--- src/rtl/twlbt_pkg.sv ---
// Shared constants for the two-wire link byte transfer block.
package twlbt_pkg;

   // Word length of one transfer and the width of its bit counter
   localparam int BITS_PER_WORD  = 8;
   localparam int BIT_IDX_W      = 4;

   // Widths of the item fields and registers
   localparam int OP_W           = 2;
   localparam int LINES_W        = 2;
   localparam int BYTE_W         = 8;
   localparam int STATUS_W       = 2;
   localparam int TICK_W         = 16;
   localparam int CSR_INDEX_W    = 2;
   localparam int PHASE_W        = 3;

   // Operation codes
   localparam logic [OP_W-1:0] OP_TICK      = 2'd0;
   localparam logic [OP_W-1:0] OP_SEND      = 2'd1;
   localparam logic [OP_W-1:0] OP_RECEIVE   = 2'd2;
   localparam logic [OP_W-1:0] OP_CLEAR_ERR = 2'd3;

   // Status codes
   localparam logic [STATUS_W-1:0] STATUS_NONE       = 2'd0;
   localparam logic [STATUS_W-1:0] STATUS_DONE       = 2'd1;
   localparam logic [STATUS_W-1:0] STATUS_TX_TIMEOUT = 2'd2;
   localparam logic [STATUS_W-1:0] STATUS_RX_TIMEOUT = 2'd3;

   // Configuration register indexes
   localparam logic [CSR_INDEX_W-1:0] CSR_SEND_LIMIT    = 2'd0;
   localparam logic [CSR_INDEX_W-1:0] CSR_RECEIVE_LIMIT = 2'd1;

   // Reset values of the limits
   localparam logic [TICK_W-1:0] SEND_LIMIT_RESET    = 16'd250;
   localparam logic [TICK_W-1:0] RECEIVE_LIMIT_RESET = 16'd1000;

   // Line patterns
   localparam logic [LINES_W-1:0] LINES_LOW      = 2'd0;
   localparam logic [LINES_W-1:0] LINES_FIRST    = 2'd1;
   localparam logic [LINES_W-1:0] LINES_SECOND   = 2'd2;
   localparam logic [LINES_W-1:0] LINES_RELEASED = 2'd3;

   // Transfer phases
   localparam logic [PHASE_W-1:0] PH_IDLE   = 3'd0;
   localparam logic [PHASE_W-1:0] PH_S_LOW  = 3'd1;
   localparam logic [PHASE_W-1:0] PH_S_HIGH = 3'd2;
   localparam logic [PHASE_W-1:0] PH_R_DATA = 3'd3;
   localparam logic [PHASE_W-1:0] PH_R_ACK  = 3'd4;

endpackage

--- src/rtl/two_wire_link_byte_transfer_top.sv ---
// Two-wire handshake link: one byte per transfer, one line sample per item.
//
// Usage:
//  - Request channel (req_*): each accepted item is one sampling tick of the
//    two lines (req_lines_in) and carries an op: tick only, start send of
//    req_send_byte, start receive, or clear the sticky receive error.
//  - Response channel (rsp_*): exactly one item per request item, giving the
//    drive pattern, busy flag, received byte, status and error flag as they
//    stand after that tick.
//  - Configuration port (csr_*): send and receive tick limits, to be written only
//    while the block is idle; the block itself does not enforce this.
//  - Each response appears in the cycle after its request is accepted; one item
//    is taken every cycle while req_stall is low. The whole tick is evaluated
//    by the phase logic in front of the response register.
//  - The response register is also the skid stage: while it holds an item
//    that the receiver stalls, req_stall is raised and the phase state holds.
//  - Reset (synchronous) returns to idle with both lines released, clears the
//    error flag and the response register, and restores the default limits.
module two_wire_link_byte_transfer_top (
   input  logic                                  clock,
   input  logic                                  reset,
   // request channel
   input  logic                                  req_valid,
   output logic                                  req_stall,
   input  logic [twlbt_pkg::OP_W-1:0]            req_op,
   input  logic [twlbt_pkg::BYTE_W-1:0]          req_send_byte,
   input  logic [twlbt_pkg::LINES_W-1:0]         req_lines_in,
   // response channel
   output logic                                  rsp_valid,
   input  logic                                  rsp_stall,
   output logic [twlbt_pkg::LINES_W-1:0]         rsp_lines_out,
   output logic                                  rsp_busy_res,
   output logic [twlbt_pkg::BYTE_W-1:0]          rsp_received_byte,
   output logic [twlbt_pkg::STATUS_W-1:0]        rsp_status,
   output logic                                  rsp_error_flag,
   // configuration port
   input  logic                                  csr_write_enable,
   input  logic [twlbt_pkg::CSR_INDEX_W-1:0]     csr_index,
   input  logic [twlbt_pkg::TICK_W-1:0]          csr_write_data
);
   import twlbt_pkg::*;

   // Configuration registers
   logic [TICK_W-1:0]    send_limit_ff;
   logic [TICK_W-1:0]    receive_limit_ff;

   // Transfer state
   logic [PHASE_W-1:0]   phase_ff,   phase_in;
   logic [BIT_IDX_W-1:0] bit_idx_ff, bit_idx_in;
   logic [BYTE_W-1:0]    shift_ff,   shift_in;
   logic [TICK_W-1:0]    elapsed_ff, elapsed_in;
   logic [LINES_W-1:0]   drive_ff,   drive_in;
   logic [LINES_W-1:0]   await_ff,   await_in;
   logic                 error_ff,   error_in;

   // Response register
   logic                 rsp_valid_ff;
   logic [BYTE_W-1:0]    rx_out_ff,  rx_out_in;
   logic [STATUS_W-1:0]  status_ff,  status_in;

   logic                 accept;
   logic                 sending;
   logic                 met;
   logic [BIT_IDX_W:0]   bit_next;
   logic                 word_done;
   logic [TICK_W-1:0]    limit;

   // Handshake: the response register parts the two channels
   assign req_stall = rsp_valid_ff && rsp_stall;
   assign accept    = req_valid && !req_stall;

   assign sending   = (phase_ff inside {PH_S_LOW, PH_S_HIGH});
   assign bit_next  = {1'b0, bit_idx_ff} + 1'b1;
   assign word_done = (bit_next >= (BIT_IDX_W+1)'(BITS_PER_WORD));
   assign limit     = sending ? send_limit_ff : receive_limit_ff;

   // One tick of the link
   always_comb begin
      phase_in   = phase_ff;
      bit_idx_in = bit_idx_ff;
      shift_in   = shift_ff;
      elapsed_in = elapsed_ff;
      drive_in   = drive_ff;
      await_in   = await_ff;
      error_in   = error_ff;
      status_in  = STATUS_NONE;
      rx_out_in  = '0;
      met        = 1'b0;

      if (req_op == OP_CLEAR_ERR) begin
         error_in = 1'b0;
      end

      if (phase_ff == PH_IDLE) begin
         if (req_op == OP_SEND && !error_in) begin
            shift_in   = req_send_byte;
            bit_idx_in = '0;
            elapsed_in = '0;
            drive_in   = req_send_byte[0] ? LINES_SECOND : LINES_FIRST;
            phase_in   = PH_S_LOW;
         end else if (req_op == OP_RECEIVE) begin
            shift_in   = '0;
            bit_idx_in = '0;
            elapsed_in = '0;
            phase_in   = PH_R_DATA;
         end
      end else begin
         case (phase_ff)
            PH_S_LOW: begin
               if (req_lines_in == LINES_LOW) begin
                  met      = 1'b1;
                  drive_in = LINES_RELEASED;
                  phase_in = PH_S_HIGH;
               end
            end
            PH_S_HIGH: begin
               if (req_lines_in == LINES_RELEASED) begin
                  met        = 1'b1;
                  shift_in   = shift_ff >> 1;
                  bit_idx_in = bit_next[BIT_IDX_W-1:0];
                  if (word_done) begin
                     status_in = STATUS_DONE;
                     phase_in  = PH_IDLE;
                  end else begin
                     drive_in = shift_ff[1] ? LINES_SECOND : LINES_FIRST;
                     phase_in = PH_S_LOW;
                  end
               end
            end
            PH_R_DATA: begin
               if (req_lines_in != LINES_RELEASED) begin
                  met = 1'b1;
                  if (req_lines_in == LINES_FIRST) begin
                     // one bit; bits past the byte are dropped
                     if (bit_idx_ff < BIT_IDX_W'(BYTE_W)) begin
                        shift_in[bit_idx_ff[$clog2(BYTE_W)-1:0]] = 1'b1;
                     end
                     drive_in = LINES_FIRST;
                     await_in = LINES_SECOND;
                  end else begin
                     drive_in = LINES_SECOND;
                     await_in = LINES_FIRST;
                  end
                  phase_in = PH_R_ACK;
               end
            end
            default: begin
               if ((req_lines_in & await_ff) != '0) begin
                  met        = 1'b1;
                  drive_in   = LINES_RELEASED;
                  bit_idx_in = bit_next[BIT_IDX_W-1:0];
                  if (word_done) begin
                     status_in = STATUS_DONE;
                     rx_out_in = shift_ff;
                     phase_in  = PH_IDLE;
                  end else begin
                     phase_in = PH_R_DATA;
                  end
               end
            end
         endcase

         // tick budget: time out or count on
         if (!met) begin
            if (elapsed_ff >= limit) begin
               phase_in = PH_IDLE;
               if (sending) begin
                  status_in = STATUS_TX_TIMEOUT;
               end else begin
                  status_in = STATUS_RX_TIMEOUT;
                  error_in  = 1'b1;
               end
            end else begin
               elapsed_in = elapsed_ff + 1'b1;
            end
         end
      end
   end

   // Configuration registers
   always_ff @(posedge clock) begin
      if (reset) begin
         send_limit_ff    <= SEND_LIMIT_RESET;
         receive_limit_ff <= RECEIVE_LIMIT_RESET;
      end else if (csr_write_enable) begin
         if (csr_index == CSR_SEND_LIMIT) begin
            send_limit_ff <= csr_write_data;
         end else if (csr_index == CSR_RECEIVE_LIMIT) begin
            receive_limit_ff <= csr_write_data;
         end
      end
   end

   // Transfer state, advanced once per accepted item
   always_ff @(posedge clock) begin
      if (reset) begin
         phase_ff   <= PH_IDLE;
         bit_idx_ff <= '0;
         shift_ff   <= '0;
         elapsed_ff <= '0;
         drive_ff   <= LINES_RELEASED;
         await_ff   <= '0;
         error_ff   <= 1'b0;
      end else if (accept) begin
         phase_ff   <= phase_in;
         bit_idx_ff <= bit_idx_in;
         shift_ff   <= shift_in;
         elapsed_ff <= elapsed_in;
         drive_ff   <= drive_in;
         await_ff   <= await_in;
         error_ff   <= error_in;
      end
   end

   // Response valid
   always_ff @(posedge clock) begin
      if (reset) begin
         rsp_valid_ff <= 1'b0;
      end else if (accept) begin
         rsp_valid_ff <= 1'b1;
      end else if (!rsp_stall) begin
         rsp_valid_ff <= 1'b0;
      end
   end

   // Response payload
   always_ff @(posedge clock) begin
      if (reset) begin
         rx_out_ff <= '0;
         status_ff <= STATUS_NONE;
      end else if (accept) begin
         rx_out_ff <= rx_out_in;
         status_ff <= status_in;
      end
   end

   assign rsp_valid         = rsp_valid_ff;
   assign rsp_lines_out     = drive_ff;
   assign rsp_busy_res      = (phase_ff != PH_IDLE);
   assign rsp_received_byte = rx_out_ff;
   assign rsp_status        = status_ff;
   assign rsp_error_flag    = error_ff;

`ifndef SYNTHESIS
   // A receive timeout always leaves the sticky error set
   a_rx_timeout_sets_error: assert property (@(posedge clock) disable iff (reset)
      (rsp_valid_ff && status_ff == STATUS_RX_TIMEOUT) |-> error_ff)
      else $error("receive timeout without error flag");

   // A received byte is only shown with a completed transfer
   a_rx_byte_only_when_done: assert property (@(posedge clock) disable iff (reset)
      (rsp_valid_ff && rx_out_ff != '0) |-> (status_ff == STATUS_DONE))
      else $error("received byte shown without done status");

   // While a transfer runs, the bit counter stays inside the word
   a_bit_index_range: assert property (@(posedge clock) disable iff (reset)
      (phase_ff != PH_IDLE) |-> ({1'b0, bit_idx_ff} < (BIT_IDX_W+1)'(BITS_PER_WORD)))
      else $error("bit index past word length");

   // While a response is held, the link state does not move
   a_state_holds_on_stall: assert property (@(posedge clock) disable iff (reset)
      (rsp_valid_ff && rsp_stall) |=> ($stable(phase_ff) && $stable(elapsed_ff)))
      else $error("link state moved while response held");

   // A finished transfer leaves the block idle
   a_done_is_idle: assert property (@(posedge clock) disable iff (reset)
      (accept && status_in != STATUS_NONE) |=> (phase_ff == PH_IDLE))
      else $error("block busy after end of transfer");
`endif

endmodule
--- config.mk ---
export PLATFORM = sky130hd
export DESIGN_NAME = two_wire_link_byte_transfer_top
export DESIGN_NICKNAME = d
export VERILOG_FILES = /design/src/rtl/twlbt_pkg.sv /design/src/rtl/two_wire_link_byte_transfer_top.sv
export SDC_FILE = /design/constraint.sdc
export NUM_CORES = 1
export LEC_CHECK = 0
export BUFFER_PORTS_ARGS = -buffer_cell sky130_fd_sc_hd__buf_2
export CAP_MARGIN = 10
export CORE_MARGIN = 5
export CORE_UTILIZATION = 30
export CTS_CLUSTER_SIZE = 10
export DETAILED_ROUTE_END_ITERATION = 10
export SKIP_LAST_GASP = 1
export SLEW_MARGIN = 20
export SYNTH_ARGS = -nofsm -noshare
export SYNTH_HDL_FRONTEND = slang
export SYNTH_SLANG_ARGS = --single-unit
--- constraint.sdc ---
create_clock -name clock -period 6.2 [get_ports clock]
set_input_delay 0.62 -clock clock [delete_from_list [all_inputs] [get_ports clock]]
set_output_delay 0.62 -clock clock [all_outputs]
set_load 0.03 [all_outputs]
# Word-level counts from Yosys, hierarchy flattened
# Cells that the tools add are included.
[totals]
in_bits = 35
regBits = 79
word_cells = 141
output_inout_bits = 16
[classes]
bitwise_logic = 4
n_reduce_logical = 25
eq_ne = 22
n_lt_le_gt_ge = 5
n_addsub = 2
mux = 71
[ops]
columns = ["op", "count"]
rows = [
  ["two-way mux 16 bit", 6],
  ["two-way mux 8 bit", 11],
  ["two-way mux 2 bit", 15],
  ["two-way mux 3 bit", 9],
  ["two-way mux 4 bit", 5],
  ["two-way mux 1 bit", 18],
  ["adder 16 x 1 -> 16 bit (second input constant)", 1],
  ["greater-or-equal comparator 16 bit", 1],
  ["case mux 8 bit (2 select lines)", 1],
  ["AND reduction 7 bit", 2],
  ["!= test 3 x 1 -> 1 bit (second input constant)", 3],
  ["!= test 3 bit (second input constant)", 3],
  ["case mux 3 bit (3 select lines)", 1],
  ["nonzero test 3 bit", 3],
  ["bitwise OR 8 bit", 1],
  ["case mux 4 bit (2 select lines)", 1],
  ["AND reduction 4 bit", 2],
  ["equality test 2 x 1 -> 1 bit (second input constant)", 3],
  ["equality test 2 bit (second input constant)", 3],
  ["equality test 3 x 2 -> 1 bit (second input constant)", 2],
  ["!= test 2 x 1 -> 1 bit (second input constant)", 3],
  ["!= test 2 bit (second input constant)", 3],
  ["case mux 2 bit (3 select lines)", 1],
  ["adder 4 x 1 -> 5 bit (second input constant)", 1],
  ["other kinds (22)", 30],
]

# Longest topological paths before layout
# Gate-level depths: netlist of the first run.
[logic_depth]
ltp_word = 10
mapped_depth = 14
mapped_depth_nobuf = 9

# Worst setup path after synthesis of the first run
# No wires, ideal clock.
[synth_timing]
path_type = "register to register"
from = "reg phase_ff[0]"
to = "reg elapsed_ff[10]"
synth_period_minus_slack_ns = 3.260
path_buffers = 5
required_time_ns = 6.128
stages_incl_launch_ff = 15
setup_slack_ns = 2.940
setup_ns = 0.072
arrival_time_ns = 3.188
cell_sequence = "dfxtp_1 buf_4 buf_2 xnor2_1 nor2_2 buf_2 mux2i_1 ha_1 o21ai_0 o21ai_0 a221o_1 buf_2 buf_2 nor4_1 mux2i_1"
[synth_via]
elab_chain_len = 6
elab_cells_between_ends = 14
cone_classes = "1 x order compare; 6 x eq/ne; 4 x mux; 3 x reduce/logical"
[synth_rtl]
columns = ["item", "line_no", "text"]
rows = [
  ["start: declaration", "two_wire_link_byte_transfer_top.sv:48", "logic [PHASE_W-1:0] phase_ff, phase_in;"],
  ["start signal: assignment", "two_wire_link_byte_transfer_top.sv:205", "phase_ff <= phase_in;"],
  ["equality test 3 x 1 -> 1 bit or equality test 3 x 2 -> 1 bit (tied branches)", "two_wire_link_byte_transfer_top.sv:72, two_wire_link_byte_transfer_top.sv:108", ""],
  ["nonzero test 2 bit", "two_wire_link_byte_transfer_top.sv:72", "assign sending = (phase_ff inside {PH_S_LOW, PH_S_HIGH});"],
  ["two-way mux 16 bit", "two_wire_link_byte_transfer_top.sv:75", "assign limit = sending ? send_limit_ff : receive_limit_ff;"],
  ["greater-or-equal comparator 16 bit", "two_wire_link_byte_transfer_top.sv:165", "if (elapsed_ff >= limit) begin"],
  ["!= test 2 bit (no source line)", "--", ""],
  ["AND reduction 4 bit (no source line)", "--", ""],
  ["end signal: assignment", "two_wire_link_byte_transfer_top.sv:208", "elapsed_ff <= elapsed_in;"],
  ["end: declaration", "two_wire_link_byte_transfer_top.sv:51", "logic [TICK_W-1:0] elapsed_ff, elapsed_in;"],
]
# Parallel ways exist; a longest one is shown, timed or not. The select of a mux whose other input is x is not followed.
# A chain may end at the register's enable or synchronous reset.

# Final worst setup path of the first run
[layout_timing]
from = "reg phase_ff[0]"
to = "reg phase_ff[0]"
[layout_via]
elab_chain_len = 7
elab_cells_between_ends = 19
cone_classes = "1 x order compare; 4 x eq/ne; 11 x mux; 3 x reduce/logical"
[layout_rtl]
columns = ["item", "line_no", "text"]
rows = [
  ["equality test 3 x 1 -> 1 bit or equality test 3 x 2 -> 1 bit (tied branches)", "two_wire_link_byte_transfer_top.sv:72, two_wire_link_byte_transfer_top.sv:108", ""],
  ["nonzero test 2 bit", "two_wire_link_byte_transfer_top.sv:72", ""],
  ["two-way mux 16 bit", "two_wire_link_byte_transfer_top.sv:75", ""],
  ["greater-or-equal comparator 16 bit", "two_wire_link_byte_transfer_top.sv:165", ""],
  ["two-way mux 3 bit", "two_wire_link_byte_transfer_top.sv:165", ""],
  ["two-way mux 3 bit", "two_wire_link_byte_transfer_top.sv:164", "if (!met) begin"],
  ["two-way mux 3 bit", "two_wire_link_byte_transfer_top.sv:94", "if (phase_ff == PH_IDLE) begin"],
]
# Parallel ways exist; a longest one is shown, timed or not. The select of a mux whose other input is x is not followed.

==> flow_summary.ini, run 1 <==
[synthesis]
ys_warn_count = 0
synth_edf_count = 0
netlist.area_leader.share_pct = 35.1
syn_area_mm2 = 0.00451
netlist_instances = 550
synthFlopType = dfxtp_1
synthesis.nets = 604
syn_avg_cell_area_um2 = 8.20
synth_top_area_cell = dfxtp_1
ys_seq_area_share_pct = 35.1
yosys-top-cells-area = dfxtp_1 (35%), nand2_1 (10%), mux2i_1 (7.5%)
synth_cell_types = 65
synthArstFlopShare_pct = 0
ys_ff_latch = 79

[pwr]
pwr-share-comb_pct = 16.3
switching_share_pct = 28.0
seqPwrFrac_pct = 42.3
ir_worst_vdd_v = 0.000137
p_int_w = 0.000929
switchingPower_w = 0.000361
leakage_nw = 1.93
clkPwrFrac_pct = 41.4
powerDensity_mw_per_mm2 = 252

[floorplan]
core_mm2 = 0.0146
die_area_mm2 = 0.0176
fp.dieW_um = 133
ios = 51
die_h_um = 133
rows = 44
initial_core_util_pct = 30.8

[clocking]
cts_num_sinks = 79
postCtsSetupBuffers = 0
ctsHoldBuffers = 0
clockRootBuffer = clkbuf_16
ctsLongestPathBuffers = 2
cts.repair.resized = 0
clk_latency_ns = 0.35
cts_buffers = 9
cts.clk_slew.worst_paths_ns = 0.06
cts_max_level = 3
cts_tree = yes

[timing]
slew_headroom_pct = 32.6
tns_ns = 0
hold_ws_ns = 0.450
fin_skew_ns = 0.00938
period_needed_ns = 3.99
fin_crit_sh_pct = 64.3
finalHoldViolations = 0
worst_pin_slew_ns = 1.01
rsz0062_at_grt = no
drv_slew = 0
clock.fmax_mhz = 251
setup_viol_count_final = 0

[outcome]
outcome = finished, final reports clean

[job]
max_cap_viol_count = 0

[min_path]
min_path_type = flop to flop

[global_route]
grt_overflow_total = 0
antenna_found_initial = 0
grt_max_degree = 50
track_usage_pct = 13.0
grt_pass1_vias = 3868
grt_pass1_wl_mm = 18.9

[routing]
drt_wl_total_mm = 11.4
first_iter_violations = 235
post-route-drc-count = 0
drtPass1Iterations = 4
ant_nets = 0
vias = 4044
viasPerCell = 5.27
drt-wirelength-per-cell_um = 14.8

[setup_path]
r2r_cells = 9
ff2ff_setup_slack_ns = 2.21
max_stage_delay_ns = 0.78
cp_top_family = simple AND/OR/NAND/NOR gates
path_buf_inv = 0
cp_max_fo = 19
crit_chain = xnor2_1, nor2_4, mux2_2, ha_1, nor3b_1, o21ai_0, a221o_1, or2_2, a221oi_1
endpoint_kind = flop
r2r_end = phase_ff[0]$_SDFFE_PP0P_
crit_path_start = phase_ff[0]$_SDFFE_PP0P_
crit_end = phase_ff[0]$_SDFFE_PP0P_
path_class = flop to flop
rr_startpoint = phase_ff[0]$_SDFFE_PP0P_
cp.required_ns = 6.45
crit_arrival_ns = 4.23
cp-start-kind = flop
cpMaxStageDelayCell = dfxtp_1
crit_cells = 9

[finish]
fillers = 1543
syn_to_final_growth_pct = 13.3
diodes = 0
finalNetCount = 632
drive_gt1_share_pct = 17.5

[placement]
place.gp.congestion = 0.815
dp_hpwl_mm = 7.88
io_buffers = 50
[tightest hold or removal path: cells and delay by family (launching register included)]
family / cells / cell delay, ns
compound gates: 1 / 0.05
simple gates: 1 / 0.05
flops: 1 / 0.31
[layout by cell type, fill, tap and decap left out, drive strengths merged, types with 5 or more instances in the layout]
master  netlist  final
a211oi        9      9
nor2         23     23
a31o         10     10
buf          17     52
a21oi        45     45
o21ai        13     13
dfxtp        79     79
ha           19     19
nand4         8      8
nor3         16     16
clkbuf       18     13
inv           9      9
nand3        28     28
o211ai        5      5
mux2i        34     34
nand2b       16     16
nand2       125    125
nor4         15     15
[worst min-delay path by stage]
stage / cells after the start / end / from
after floorplan: 2 / send_limit_ff[0]$_SDFFE_PP0P_ / send_limit_ff[0]$_SDFFE_PP0P_
after global placement: 2 / rsp_received_byte[1]$_SDFFE_PP0P_ / rsp_received_byte[1]$_SDFFE_PP0P_
after detailed placement: 2 / rsp_received_byte[4]$_SDFFE_PP0P_ / rsp_received_byte[4]$_SDFFE_PP0P_
after CTS: 2 / receive_limit_ff[14]$_SDFFE_PP0P_ / receive_limit_ff[14]$_SDFFE_PP0P_
after global routing: 2 / rsp_received_byte[0]$_SDFFE_PP0P_ / rsp_received_byte[0]$_SDFFE_PP0P_
final: 2 / rsp_received_byte[4]$_SDFFE_PP0P_ / rsp_received_byte[4]$_SDFFE_PP0P_
[cells by family after synthesis]
kind of cell | count (synthesis) | share of synthesized area, %
buf+inv | 44 | 5.19
fa+ha+maj | 19 | 5.27
flops | 79 | 35.1
xor+xnor | 1 | 0.194
simple gates | 258 | 28.0
mux | 35 | 7.79
compound gates | 114 | 18.5
[final cells by class]
type                    instances  area (um^2)  area share (%)
multi-input cells             427         2710            53.0
repair buffers                 52          265            5.19
clock inverters                 3         42.5           0.832
well taps                     184          230            4.50
flip-flops and latches         79         1580            30.9
inverters                       9         33.8           0.661
clock buffers                  13          250            4.90
[synthesized netlist by cell type, drive strengths merged, types with 3 or more instances]
cell	number
a211oi	9
a21boi	3
a21oi	45
a311oi	4
a31o	10
a31oi	3
and2	4
and3	3
buf	17
clkbuf	18
dfxtp	79
ha	19
inv	9
mux2i	34
nand2	125
nand2b	16
nand3	28
nand3b	4
nand4	8
nor2	23
nor3	16
nor4	15
o211ai	5
o21a	4
o21ai	13
or2b	3
[flip-flops by register name, summed over array words and instances, names as in the netlist]
register,cells
await_ff,2
bit_idx_ff,4
elapsed_ff,16
phase_ff,3
receive_limit_ff,16
rsp_error_flag,1
rsp_lines_out,2
rsp_received_byte,8
rsp_status,2
rsp_valid,1
send_limit_ff,16
shift_ff,8
[power by group through the flow]
stage / Sequential, W / Combinational (W) / Clock (W)
detailed placement: 0.000557 / 0.000210 / 0
global placement: 0.000557 / 0.000205 / 0
floorplan: 0.000550 / 0.000173 / 0
global route: 0.000549 / 0.000235 / 0.000567
finish: 0.000546 / 0.000210 / 0.000534
CTS: 0.000546 / 0.000211 / 0.000543
[stage by stage]
step	std cells	worst slack, ns	power [W]	instance area [um^2]	utilization [%]
after floorplan	550	2.94	0.000723	4510	-
after global placement	751	2.07	0.000761	4810	32.8
after detailed placement	751	1.89	0.000767	4810	32.8
after CTS	767	1.87	0.00130	5100	34.8
after global routing	767	1.96	0.00135	5110	34.9
final	767	2.21	0.00129	5110	34.9
[routing by layer]
layer	global-route usage (%)	part of all wire (%)	vias up	wire length, um
li1	-	-	2019	-
met5	0	0	-	0
met2	21.0	47	65	5330
met3	2.81	3.1	14	357
met1	16.8	48	1946	5490
met4	4.97	1.7	0	197
Power figures use the tool's default switching activity.
==> inputs of run 2 (changes only) <==
clock period = 3.9 ns   (was 6.2 ns; I/O delays follow)
==> run 2 against run 1 <==
Utilization increased by 0.27 points. Sequential share of layout area is 0.24 points lower. Final cell count rose by 0.78%. Design area is 0.78% higher. Sequential cell count stayed put. Global-route usage increased by 0.60 points. Non-clock buffer count grew 6. Power up 60%. Clock-buffer cell count fell by 2. First-iteration DRC count is 4.7% higher. Routed wire length grew 1.5%. Largest power group is now clock. Highest routed layer unchanged.
==> flow_summary.ini, run 2 (synthesized netlist as in run 1, its figures left out) <==
[outcome]
outcome = finished, final reports clean

[placement]
pre_cts_slack_ns = 0.570
io_buffers = 50
dp_hpwl_mm = 8.19
placed_cell_area_mm2 = 0.00485
place.gp.congestion = 0.839

[timing]
fin_crit_sh_pct = 86.0
drv_slew = 0
slew_headroom_pct = 44.2
setup_viol_count_final = 0
worst_pin_slew_ns = 0.836
hold_ws_ns = 0.256
setup_slack_ns = 0.544
finalHoldViolations = 0
rsz0062_at_grt = no
period_needed_ns = 3.36
tns_ns = 0
fin_skew_ns = 0.00608
clock.fmax_mhz = 298

[setup_path]
endpoint_kind = flop
path_class = flop to flop
cpMaxStageDelayCell = dfxtp_1
cp_max_fo = 17
rr_startpoint = phase_ff[1]$_SDFFE_PP0P_
r2r_cells = 11
crit_path_start = phase_ff[1]$_SDFFE_PP0P_
max_stage_delay_ns = 0.62
r2r_end = elapsed_ff[5]$_SDFFE_PP0P_
crit_arrival_ns = 3.63
crit_end = elapsed_ff[5]$_SDFFE_PP0P_
crit_chain = xnor2_1, nor2_2, buf_4, mux2i_1, ha_1, nand4_1, nor4_1, a221o_1, buf_4, nor4_1, mux2i_1
cp-start-kind = flop
ff2ff_setup_slack_ns = 0.54
cp.required_ns = 4.18

[pwr]
p_int_w = 0.00148
total_power_w = 0.00207
ir_worst_vdd_v = 0.000204
seqPwrFrac_pct = 41.7
clkPwrFrac_pct = 41.7
switching_share_pct = 28.5
pwr-share-comb_pct = 16.5
leakage_nw = 1.95
powerDensity_mw_per_mm2 = 402
switchingPower_w = 0.000590

[clocking]
ctsLongestPathBuffers = 2
postCtsSetupBuffers = 0
cts.repair.resized = 0
clk_latency_ns = 0.35
cts_tree = yes
cts_buffers = 9
ctsHoldBuffers = 0
cts_max_level = 3
clockRootBuffer = clkbuf_16
cts_num_sinks = 79
cts.clk_slew.worst_paths_ns = 0.06

[global_route]
grt_pass1_vias = 4042
antenna_found_initial = 0
grt_max_degree = 49
grt_overflow_total = 0
track_usage_pct = 13.6
grt_pass1_wl_mm = 19.7

[floorplan]
fp.dieW_um = 133
core_mm2 = 0.0146
die_h_um = 133
ios = 51
initial_core_util_pct = 30.8
die_area_mm2 = 0.0176
rows = 44

[routing]
vias = 4070
viasPerCell = 5.27
post-route-drc-count = 0
drt_wl_total_mm = 11.6
ant_nets = 0
drtPass1Iterations = 4
drt-wirelength-per-cell_um = 14.9
first_iter_violations = 246

[finish]
drive_gt1_share_pct = 18.7
regArea_mm2 = 0.00158
multi_input_comb_area_mm2 = 0.00270
finalNetCount = 638
postLayoutCellArea_mm2 = 0.00515
layout_common_cells = nand2_1 (125), dfxtp_1 (79), buf_2 (50), a21oi_1 (44), mux2i_1 (34)
fillers = 1520
final_common_cell = nand2_1
syn_to_final_growth_pct = 14.2
diodes = 0
largestRegisters = elapsed_ff (16), receive_limit_ff (16), send_limit_ff (16)

[min_path]
min_path_type = input port to flop

[job]
max_cap_viol_count = 0
[run 2: changes by cell type in the layout (fill, tap and decap cells not counted)]
| cell | before | now |
|---|---|---|
| buf_4 | 2 | 8 |
| clkbuf_1 | 3 | 1 |
| clkinvlp_4 | 1 | 3 |
| a21oi_2 | 0 | 1 |
| a21oi_4 | 1 | 0 |
| nor2_2 | 0 | 1 |
| nor2_4 | 1 | 0 |
[run 2: final cells by class]
type	count	share of cell area, %
Multi-Input combinational cell	427	52.3
Timing Repair Buffer	58	6.02
Inverter	9	0.656
Clock inverter	5	1.12
Clock buffer	11	4.71
Tap cell	184	4.47
Sequential cell	79	30.7
[run 2: worst min-delay path by stage]
stage                                         to                               from  cells after the start  slack, ns
6_report                  rsp_valid$_SDFFE_PP0P_                          req_valid                      2       0.26
5_1_grt                   rsp_valid$_SDFFE_PP0P_                          req_valid                      2       0.26
4_1_cts                   rsp_valid$_SDFFE_PP0P_                          req_valid                      2       0.25
3_5_place_dp   rsp_received_byte[6]$_SDFFE_PP0P_  rsp_received_byte[6]$_SDFFE_PP0P_                      2       0.44
3_3_place_gp   rsp_received_byte[0]$_SDFFE_PP0P_  rsp_received_byte[0]$_SDFFE_PP0P_                      2       0.44
2_1_floorplan      send_limit_ff[0]$_SDFFE_PP0P_      send_limit_ff[0]$_SDFFE_PP0P_                      2       0.43
[run 2: per-layer routing]
| metal | GRT usage (%) | share of wire [%] | wire length, um |
|---|---|---|---|
| met1 | 17.7 | 48 | 5520 |
| met5 | 0 | 0 | 0 |
| met4 | 6.76 | 1.8 | 213 |
| met3 | 2.58 | 4.0 | 457 |
| met2 | 21.4 | 46 | 5360 |
[run 2: power by group through the flow]
stage                     Combinational (W)  Sequential (W)  Clock (W)
after floorplan                    0.000275        0.000874          0
after global placement             0.000334        0.000881          0
after detailed placement           0.000343        0.000881          0
after CTS                          0.000344        0.000863   0.000881
after global routing               0.000380        0.000867   0.000915
final                              0.000342        0.000864   0.000865
[run 2: stage by stage]
step	util (%)	instances
after detailed placement	33.1	757
after global routing	35.2	773
after floorplan	-	550
after CTS	35.2	773
after global placement	33.1	757
final	35.2	773
[run 2: worst max-delay path: cells and delay by family (launching register included)]
kind	cells	cell delay, ns
simple gates	4	0.76
flops	1	0.62
buf+inv	2	0.53
mux	2	0.49
compound gates	1	0.44
fa+ha+maj	1	0.27
xor+xnor	1	0.16
